<file path="src/design/cfd_pkg.sv">
// Types, codes and constants shared by the deframer files.
package cfd_pkg;

  localparam logic [7:0]  START_BYTE = 8'h55;
  localparam logic [15:0] CRC_POLY   = 16'h1021;
  localparam logic [15:0] CRC_INIT   = 16'hFFFF;
  localparam logic [7:0]  MIN_LENGTH = 8'd2;

  typedef logic [1:0] kind_t;
  localparam kind_t KIND_BYTE   = 2'd0;
  localparam kind_t KIND_GOOD   = 2'd1;
  localparam kind_t KIND_BADCRC = 2'd2;
  localparam kind_t KIND_BADLEN = 2'd3;

  typedef enum logic [4:0] {
    PH_HUNT   = 5'b00001,
    PH_LEN    = 5'b00010,
    PH_DATA   = 5'b00100,
    PH_CHK_HI = 5'b01000,
    PH_CHK_LO = 5'b10000
  } phase_t;

endpackage

</file>
<file path="src/design/cfd_crc_byte.sv">
// Byte-wide CRC-16-CCITT update, MSB first, unrolled over the eight bits.
module cfd_crc_byte
  import cfd_pkg::*;
(
  input  logic [15:0] crc_in,
  input  logic [7:0]  data,
  output logic [15:0] crc_out
);

  always_comb begin
    logic [15:0] c;
    c = crc_in ^ {data, 8'h00};
    for (int i = 0; i < 8; i++) begin
      if (c[15]) begin
        c = {c[14:0], 1'b0} ^ CRC_POLY;
      end else begin
        c = {c[14:0], 1'b0};
      end
    end
    crc_out = c;
  end

endmodule

</file>
<file path="src/design/crc16_framed_packet_deframer_top.sv">
// Top level of the start/length/payload/CRC-16 frame deframer.
//
// Input channel (s_*): one received serial byte per item in s_tdata.
// Output channel (m_*): results; m_tuser carries the kind (payload byte,
// frame good, checksum mismatch, bad length), m_tdata the payload byte
// and the frame's payload length.
// Bytes are dropped until the start byte 0x55. The next byte is the length;
// a length below 2 or above MAX_PAYLOAD gives a bad-length result. Payload
// bytes are passed on as they arrive, then two big-endian check bytes are
// compared with a CRC-16-CCITT over start, length and payload bytes, and
// a good or checksum-mismatch result ends the frame.
// An item sits in an input register, the frame logic and a byte-wide CRC
// update run on it combinationally, and the result lands in an output
// register. Throughput is one byte per cycle while m_tready stays high.
// Reset empties both registers and returns the deframer to hunting.
// When the receiver stalls, the result is held and one more byte waits in
// the input register; s_tready then drops until m_tready returns.
module crc16_framed_packet_deframer_top
  import cfd_pkg::*;
#(
  parameter int MAX_PAYLOAD = 255
) (
  input  logic        clk,
  input  logic        rst,
  input  logic        s_tvalid,
  output logic        s_tready,
  input  logic [7:0]  s_tdata,   // [7:0] rx_byte
  output logic        m_tvalid,
  input  logic        m_tready,
  output logic [15:0] m_tdata,   // [7:0] out_byte, [15:8] frame_length
  output logic [1:0]  m_tuser    // [1:0] out_kind
);

  localparam logic [8:0] MAX_LEN = 9'(MAX_PAYLOAD);

  logic        in_valid;
  logic [7:0]  in_byte;
  logic        out_valid;
  kind_t       out_kind;
  logic [7:0]  out_byte;
  logic [7:0]  out_len;

  phase_t      phase, phase_next;
  logic [7:0]  payload_length, payload_length_next;
  logic [7:0]  bytes_left, bytes_left_next;
  logic [15:0] running_crc, running_crc_next;
  logic [7:0]  received_crc_high, received_crc_high_next;

  logic        res_valid;
  kind_t       res_kind;
  logic [7:0]  res_byte;
  logic [7:0]  res_len;

  logic        out_free;
  logic        consume;
  logic [15:0] crc_seed;
  logic [15:0] crc_fed;
  logic [7:0]  left_dec;

  assign out_free = !out_valid || m_tready;
  assign consume  = in_valid && out_free;
  assign s_tready = !in_valid || out_free;

  // A fresh frame starts its CRC from the initial value.
  assign crc_seed = (phase == PH_LEN || phase == PH_DATA) ? running_crc : CRC_INIT;
  assign left_dec = bytes_left - 8'd1;

  cfd_crc_byte u_crc (
    .crc_in  (crc_seed),
    .data    (in_byte),
    .crc_out (crc_fed)
  );

  always_comb begin
    phase_next             = phase;
    payload_length_next    = payload_length;
    bytes_left_next        = bytes_left;
    running_crc_next       = running_crc;
    received_crc_high_next = received_crc_high;
    res_valid              = 1'b0;
    res_kind               = KIND_BYTE;
    res_byte               = 8'h00;
    res_len                = payload_length;
    case (phase)
      PH_LEN: begin
        if (in_byte < MIN_LENGTH || {1'b0, in_byte} > MAX_LEN) begin
          phase_next = PH_HUNT;
          res_valid  = 1'b1;
          res_kind   = KIND_BADLEN;
          res_len    = in_byte;
        end else begin
          running_crc_next    = crc_fed;
          payload_length_next = in_byte;
          bytes_left_next     = in_byte;
          phase_next          = PH_DATA;
        end
      end
      PH_DATA: begin
        running_crc_next = crc_fed;
        bytes_left_next  = left_dec;
        if (left_dec == 8'd0) begin
          phase_next = PH_CHK_HI;
        end
        res_valid = 1'b1;
        res_kind  = KIND_BYTE;
        res_byte  = in_byte;
      end
      PH_CHK_HI: begin
        received_crc_high_next = in_byte;
        phase_next             = PH_CHK_LO;
      end
      PH_CHK_LO: begin
        phase_next = PH_HUNT;
        res_valid  = 1'b1;
        res_kind   = ({received_crc_high, in_byte} == running_crc) ? KIND_GOOD
                                                                   : KIND_BADCRC;
      end
      default: begin
        phase_next = PH_HUNT;
        if (in_byte == START_BYTE) begin
          running_crc_next = crc_fed;
          phase_next       = PH_LEN;
        end
      end
    endcase
  end

  always_ff @(posedge clk) begin
    if (rst) begin
      in_valid          <= 1'b0;
      out_valid         <= 1'b0;
      phase             <= PH_HUNT;
      payload_length    <= 8'h00;
      bytes_left        <= 8'h00;
      running_crc       <= CRC_INIT;
      received_crc_high <= 8'h00;
    end else begin
      if (s_tvalid && s_tready) begin
        in_valid <= 1'b1;
      end else if (consume) begin
        in_valid <= 1'b0;
      end
      if (consume) begin
        out_valid         <= res_valid;
        phase             <= phase_next;
        payload_length    <= payload_length_next;
        bytes_left        <= bytes_left_next;
        running_crc       <= running_crc_next;
        received_crc_high <= received_crc_high_next;
      end else if (m_tready) begin
        out_valid <= 1'b0;
      end
    end
  end

  always_ff @(posedge clk) begin
    if (s_tvalid && s_tready) begin
      in_byte <= s_tdata;
    end
    if (consume && res_valid) begin
      out_kind <= res_kind;
      out_byte <= res_byte;
      out_len  <= res_len;
    end
  end

  assign m_tvalid = out_valid;
  assign m_tdata  = {out_len, out_byte};
  assign m_tuser  = out_kind;

endmodule

</file>
<file path="config.mk">
export PLATFORM = sky130hd
export DESIGN_NAME = crc16_framed_packet_deframer_top
export DESIGN_NICKNAME = d
export VERILOG_FILES = /design/src/design/cfd_pkg.sv /design/src/design/cfd_crc_byte.sv /design/src/design/crc16_framed_packet_deframer_top.sv
export SDC_FILE = /design/constraint.sdc
export NUM_CORES = 1
export LEC_CHECK = 0
export BUFFER_PORTS_ARGS = -buffer_cell sky130_fd_sc_hd__buf_2
export CORE_ASPECT_RATIO = 0.9
export CORE_UTILIZATION = 25
export DETAILED_ROUTE_END_ITERATION = 8
export PLACE_DENSITY = 0.45
export SYNTH_ARGS = -nofsm -noshare
export SYNTH_HDL_FRONTEND = slang
export SYNTH_HIERARCHICAL = 1
export SYNTH_SLANG_ARGS = --single-unit
</file>
<file path="constraint.sdc">
create_clock -name clk -period 3.1 [get_ports clk]
set_clock_uncertainty 0.2 [all_clocks]
set_input_delay 0.155 -clock clk [delete_from_list [all_inputs] [get_ports clk]]
set_output_delay 0.155 -clock clk [all_outputs]
set_load 0.005 [all_outputs]
</file>
# Word level (Yosys, flattened, before mapping)
# Cells that the tools add are included.
[word_totals]
ff_bits = 73
inputBits = 12
out_inout_bits = 20
[op_classes]
n_reduce_logical = 20
n_mux = 29
eq_ne = 8
n_lt_le_gt_ge = 1
n_addsub = 1
n_bitwise = 11
[op_table]
columns = ["op", "n"]
rows = [
  ["2-to-1 mux 13 bit", 8],
  ["2-to-1 mux 16 bit", 3],
  ["one-hot mux 16 bit (3 select lines)", 1],
  ["2-to-1 mux 8 bit", 3],
  ["NOT 3 bit", 8],
  ["one-hot mux 5 bit (4 select lines)", 1],
  ["== test 16 bit", 1],
  ["one-hot mux 8 bit (2 select lines)", 1],
  ["bitwise XOR 16 bit", 1],
  ["== test 8 x 7 -> 1 bit, second input constant", 1],
  ["logical NOT 8 bit", 1],
  ["less-than comparator 8 x 2 -> 1 bit, second input constant", 1],
  ["subtractor 8 x 1 -> 8 bit, second input constant", 1],
  ["2-to-1 mux 2 bit", 3],
  ["AND reduction 3 bit", 2],
  ["nonzero test 2 bit", 3],
  ["== test 5 x 2 -> 1 bit, second input constant", 1],
  ["== test 5 x 3 -> 1 bit, second input constant", 1],
  ["== test 5 x 4 -> 1 bit, second input constant", 1],
  ["== test 5 bit, second input constant", 1],
  ["2-to-1 mux 1 bit", 5],
  ["2-to-1 mux 5 bit", 1],
  ["one-hot mux 2 bit (2 select lines)", 1],
  ["AND reduction 2 bit", 2],
  ["11 further kinds", 18],
]

# Depth between registers and ports, before layout
[logic_depth]
ltp_word = 22
depth_mapped = 10
ltp_nobuf = 8

# By module
# The synthesis kept the hierarchy.
[by_module_without_submodules]
columns = ["module", "area_each_um2", "cells_each", "instances"]
rows = [
  ["crc16_framed_packet_deframer_top", 3379.5, 325, 1],
  ["cfd_crc_byte", 395.4, 25, 1],
]

# Worst setup path after synthesis
# No wires, ideal clock.
[synth_timing]
path_kind = "reg-to-reg"
start = "reg in_byte[1]"
end = "reg out_kind[0], in the netlist m_tuser[0] (enable)"
required_ns = 2.518
arrival_ns = 2.456
slack_ns = 0.062
stages_incl_launch_ff = 6
path_cell_list = "edfxtp_1 > or4_4 > or4_4 > buf_6 > a21boi_4 > a21oi_2"
[synth_between]
elab_chain_len = 4
[synth_rtl]
columns = ["item", "line", "source"]
rows = [
  ["start: declaration", "crc16_framed_packet_deframer_top.sv:37", "logic [7:0] in_byte;"],
  ["start signal: assignment", "crc16_framed_packet_deframer_top.sv:158", "in_byte <= s_tdata;"],
  ["less-than comparator 8 x 2 -> 1 bit", "crc16_framed_packet_deframer_top.sv:86", "if (in_byte < MIN_LENGTH || {1'b0, in_byte} > MAX_LEN) begin"],
  ["2-to-1 mux 1 bit", "crc16_framed_packet_deframer_top.sv:86", ""],
  ["one-hot mux 1 bit (2 select lines)", "crc16_framed_packet_deframer_top.sv:84", "case (phase)"],
  ["logical AND 1 bit", "crc16_framed_packet_deframer_top.sv:160", "if (consume && res_valid) begin"],
  ["end signal: assignment", "crc16_framed_packet_deframer_top.sv:161", "out_kind <= res_kind;"],
  ["end: declaration", "crc16_framed_packet_deframer_top.sv:39", "kind_t out_kind;"],
]
# No other way between the ends.
# A chain may end at the register's enable or synchronous reset.

# Final worst setup path
[layout_timing]
start = "reg in_byte[1]"
end = "reg out_byte[1] (enable)"
[layout_between]
elab_chain_len = 4
[layout_rtl]
columns = ["item", "line", "source"]
rows = [
  ["less-than comparator 8 x 2 -> 1 bit", "crc16_framed_packet_deframer_top.sv:86", ""],
  ["2-to-1 mux 1 bit", "crc16_framed_packet_deframer_top.sv:86", ""],
  ["one-hot mux 1 bit (2 select lines)", "crc16_framed_packet_deframer_top.sv:84", ""],
  ["logical AND 1 bit", "crc16_framed_packet_deframer_top.sv:160", ""],
  ["end signal: assignment", "crc16_framed_packet_deframer_top.sv:162", "out_byte <= res_byte;"],
  ["end: declaration", "crc16_framed_packet_deframer_top.sv:40", "logic [7:0] out_byte;"],
]
# No other way between the ends.

==> flow_summary.ini <==
[outcome]
outcome = completed

[routing]
num_vias = 2675
via_per_inst = 4.42
wl_um = 9210
ant_nets = 0
wire_per_inst_um = 15.2
first_pass_iters = 4
drt_iter0_markers = 185
drcViolationCount = 0

[floorplan]
die_y_um = 119
fp.coreArea_um2 = 14700
die_width_um = 132
num_rows = 42
initial_core_util_pct = 25.7
io_pins = 32
dieArea_um2 = 15600

[pwr]
cellLeakagePower_nw = 1.87
switchingPower_mw = 0.491
p_clk_share_pct = 48.2
peakVddDrop_mv = 0.268
totalPowerFinal_mw = 2.28
p_int_mw = 1.79
powerDensity_nw_per_um2 = 493
p_comb_share_pct = 7.6
seq_power_share_pct = 44.2
sw_frac_of_total_pct = 21.6

[yosys]
yosysTopAreaCell = dfxtp_1
synth_top_area_share_pct = 24.9
synth-edff-count = 26
synth_nets = 364
yosysUniqueCellTypes = 56
yosysMostFrequentCell = dfxtp_1
synth_cells = 350
async_flop_share_pct = 0
ys_seq_elements = 73
synthFlopType = dfxtp_1
synth_seq_area_share_pct = 45.6
synth_area_leaders = dfxtp_1 (25%), edfxtp_1 (21%), mux2i_1 (8.2%)
ys_warn_count = 6
syn_area_um2 = 3770
synth_area_per_cell_um2 = 10.8
synth_commonest_cells = dfxtp_1 (47), nor2_1 (34), nand2_1 (33), mux2i_1 (31), edfxtp_1 (26)

[clock_network]
clock_latency_ps = 330
cts.sinks = 73
path_clk_slew_ps = 60
cts.htree.levels = 3
cts_tree = done
cts_inserted_buffers = 9
cts-root-buf = clkbuf_16
cts_setup_buffers = 0
clk_path_buf_depth = 2

[global_route]
grt_pass1_wl_um = 14700
grt_overflow = 0
grt_pass1_vias = 2639
antenna_found_initial = 0
grt_usage_pct = 12.3
grt_max_degree = 28

[critical_path]
crit_fanout = 19
rrSetupSlack_ps = 410
end_kind = flip-flop
crit_arrival_ps = 2500
worst_setup_path_start_kind = flip-flop
worstSetupPathType = reg2reg
rr_worst_depth = 5
critPathRequiredTime_ps = 2920

[final_layout]
drive_above_1_share_pct = 18.7
diodes = 0
synthToLayoutAreaGrowth_pct = 22.4
final_nets = 416
fin_util_pct = 31.4

[sta]
tightestPinTransition_ps = 790
finalSetupTns_ps = 0
slew_viol_final = 0
period_needed_ps = 2690
final.period_utilization_pct = 86.7
slew_headroom_pct = 47.0
fmax_mhz = 372
rsz0062_at_grt = false
setup_violations = 0
hold_violations = 0

[placement]
dp_hpwl_um = 6430
io_buffers = 31
gp_routability_congestion = 0.769

[min_path]
whs_path_depth = 3
hp-class = in2reg

[job]
maxCapViolations = 0
==> per-stage QoR <==
| stage | instances | hold slack, ps | worst slack [ps] | area (um^2) |
|---|---|---|---|---|
| 6_report | 605 | 20.4 | 414 | 4620 |
| 3_5_place_dp | 580 | 133 | 410 | 4220 |
| 5_1_grt | 605 | 17.8 | 222 | 4620 |
| 3_3_place_gp | 580 | 132 | 428 | 4220 |
| 4_1_cts | 605 | 16.2 | 401 | 4620 |
| 2_1_floorplan | 350 | 53.9 | 61.7 | 3770 |
==> flip-flops by register name, indices dropped and copies added, names as in the netlist <==
name / cells
in_valid: 1
bytes_left: 8
out_len: 8
phase: 5
m_tuser: 2
m_tvalid: 1
received_crc_high: 8
payload_length: 8
in_byte: 8
running_crc: 16
out_byte: 8
==> power groups by stage <==
stage | Clock [mW] | Combinational (mW) | Sequential, mW
after global routing | 1.17 | 0.185 | 1.01
after CTS | 1.12 | 0.174 | 1.01
after global placement | 0 | 0.166 | 1.03
after detailed placement | 0 | 0.165 | 1.03
final | 1.10 | 0.172 | 1.01
after floorplan | 0 | 0.0975 | 1.04
==> per-layer routing <==
layer	GRT usage, %	routed length, um	up-vias	part of all wire (%)
met5	0	0	-	0
met2	18.8	4030	57	44
met4	3.56	99	0	1.1
met1	16.9	4610	1272	50
met3	3.43	464	10	5.0
li1	-	-	1336	-
==> cells in the final DEF (no fill, tap or decap), types with 5 or more instances in the layout <==
cell type | synthesis | routed
nand2_1 | 33 | 33
xnor2_1 | 11 | 11
and3_1 | 9 | 9
a21oi_1 | 14 | 14
buf_4 | 1 | 16
nand2b_1 | 20 | 20
dfxtp_1 | 47 | 47
and2_1 | 9 | 9
xor2_1 | 20 | 20
mux2i_1 | 31 | 31
o21ai_0 | 6 | 6
buf_2 | 1 | 31
dlygate4sd3_1 | 0 | 9
nor2_1 | 34 | 34
edfxtp_1 | 26 | 26
nor4_1 | 5 | 5
clkbuf_16 | 0 | 9
==> logic make-up (layout without fill, tap and decap cells) <==
kind of cell	Yosys count	count (layout)	share of synthesized area (%)
AO/OA/AOI/OAI	42	42	8.25
buffers and inverters	19	76	2.52
flip-flops	73	73	45.6
XOR/XNOR	44	44	15.0
AND/OR/NAND/NOR	138	138	19.4
adder cells (fa/ha/maj)	2	2	0.663
multiplexers	32	32	8.52
==> area by class of cell <==
cell class | instances | area (um^2)
Sequential cell | 73 | 1720
Tap cell | 198 | 248
Clock inverter | 5 | 80.1
Inverter | 4 | 15.0
Clock buffer | 11 | 233
Multi-Input combinational cell | 258 | 1960
Timing Repair Buffer | 56 | 365
Fill cell | 1554 | 10100
==> what timing repair did <==
action	4_1_cts	5_1_grt
hold buffers	9	0
hold endpoints to repair	9	0
resized for setup	0	0
endpoints found under the setup margin	0	0
==> critical path, stage by stage (launching register included) <==
cell	delay, ps
edfxtp_1	380
or4_4	570
or4_4	610
a21boi_4	190
a21oi_2	150
buf_4	260
==> worst paths after layout <==
kind                                                      from                             end
worst max-delay path                      in_byte[1]$_DFFE_PP_       out_byte[1]$_SDFFCE_PP0P_
worst min register to register  payload_length[0]$_SDFFE_PP0P_  payload_length[0]$_SDFFE_PP0P_
worst max register to register            in_byte[1]$_DFFE_PP_       out_byte[1]$_SDFFCE_PP0P_
worst min-delay path                                  m_tready           m_tvalid$_SDFFE_PP0P_
Note: power is estimated with default switching activity, not from simulation.
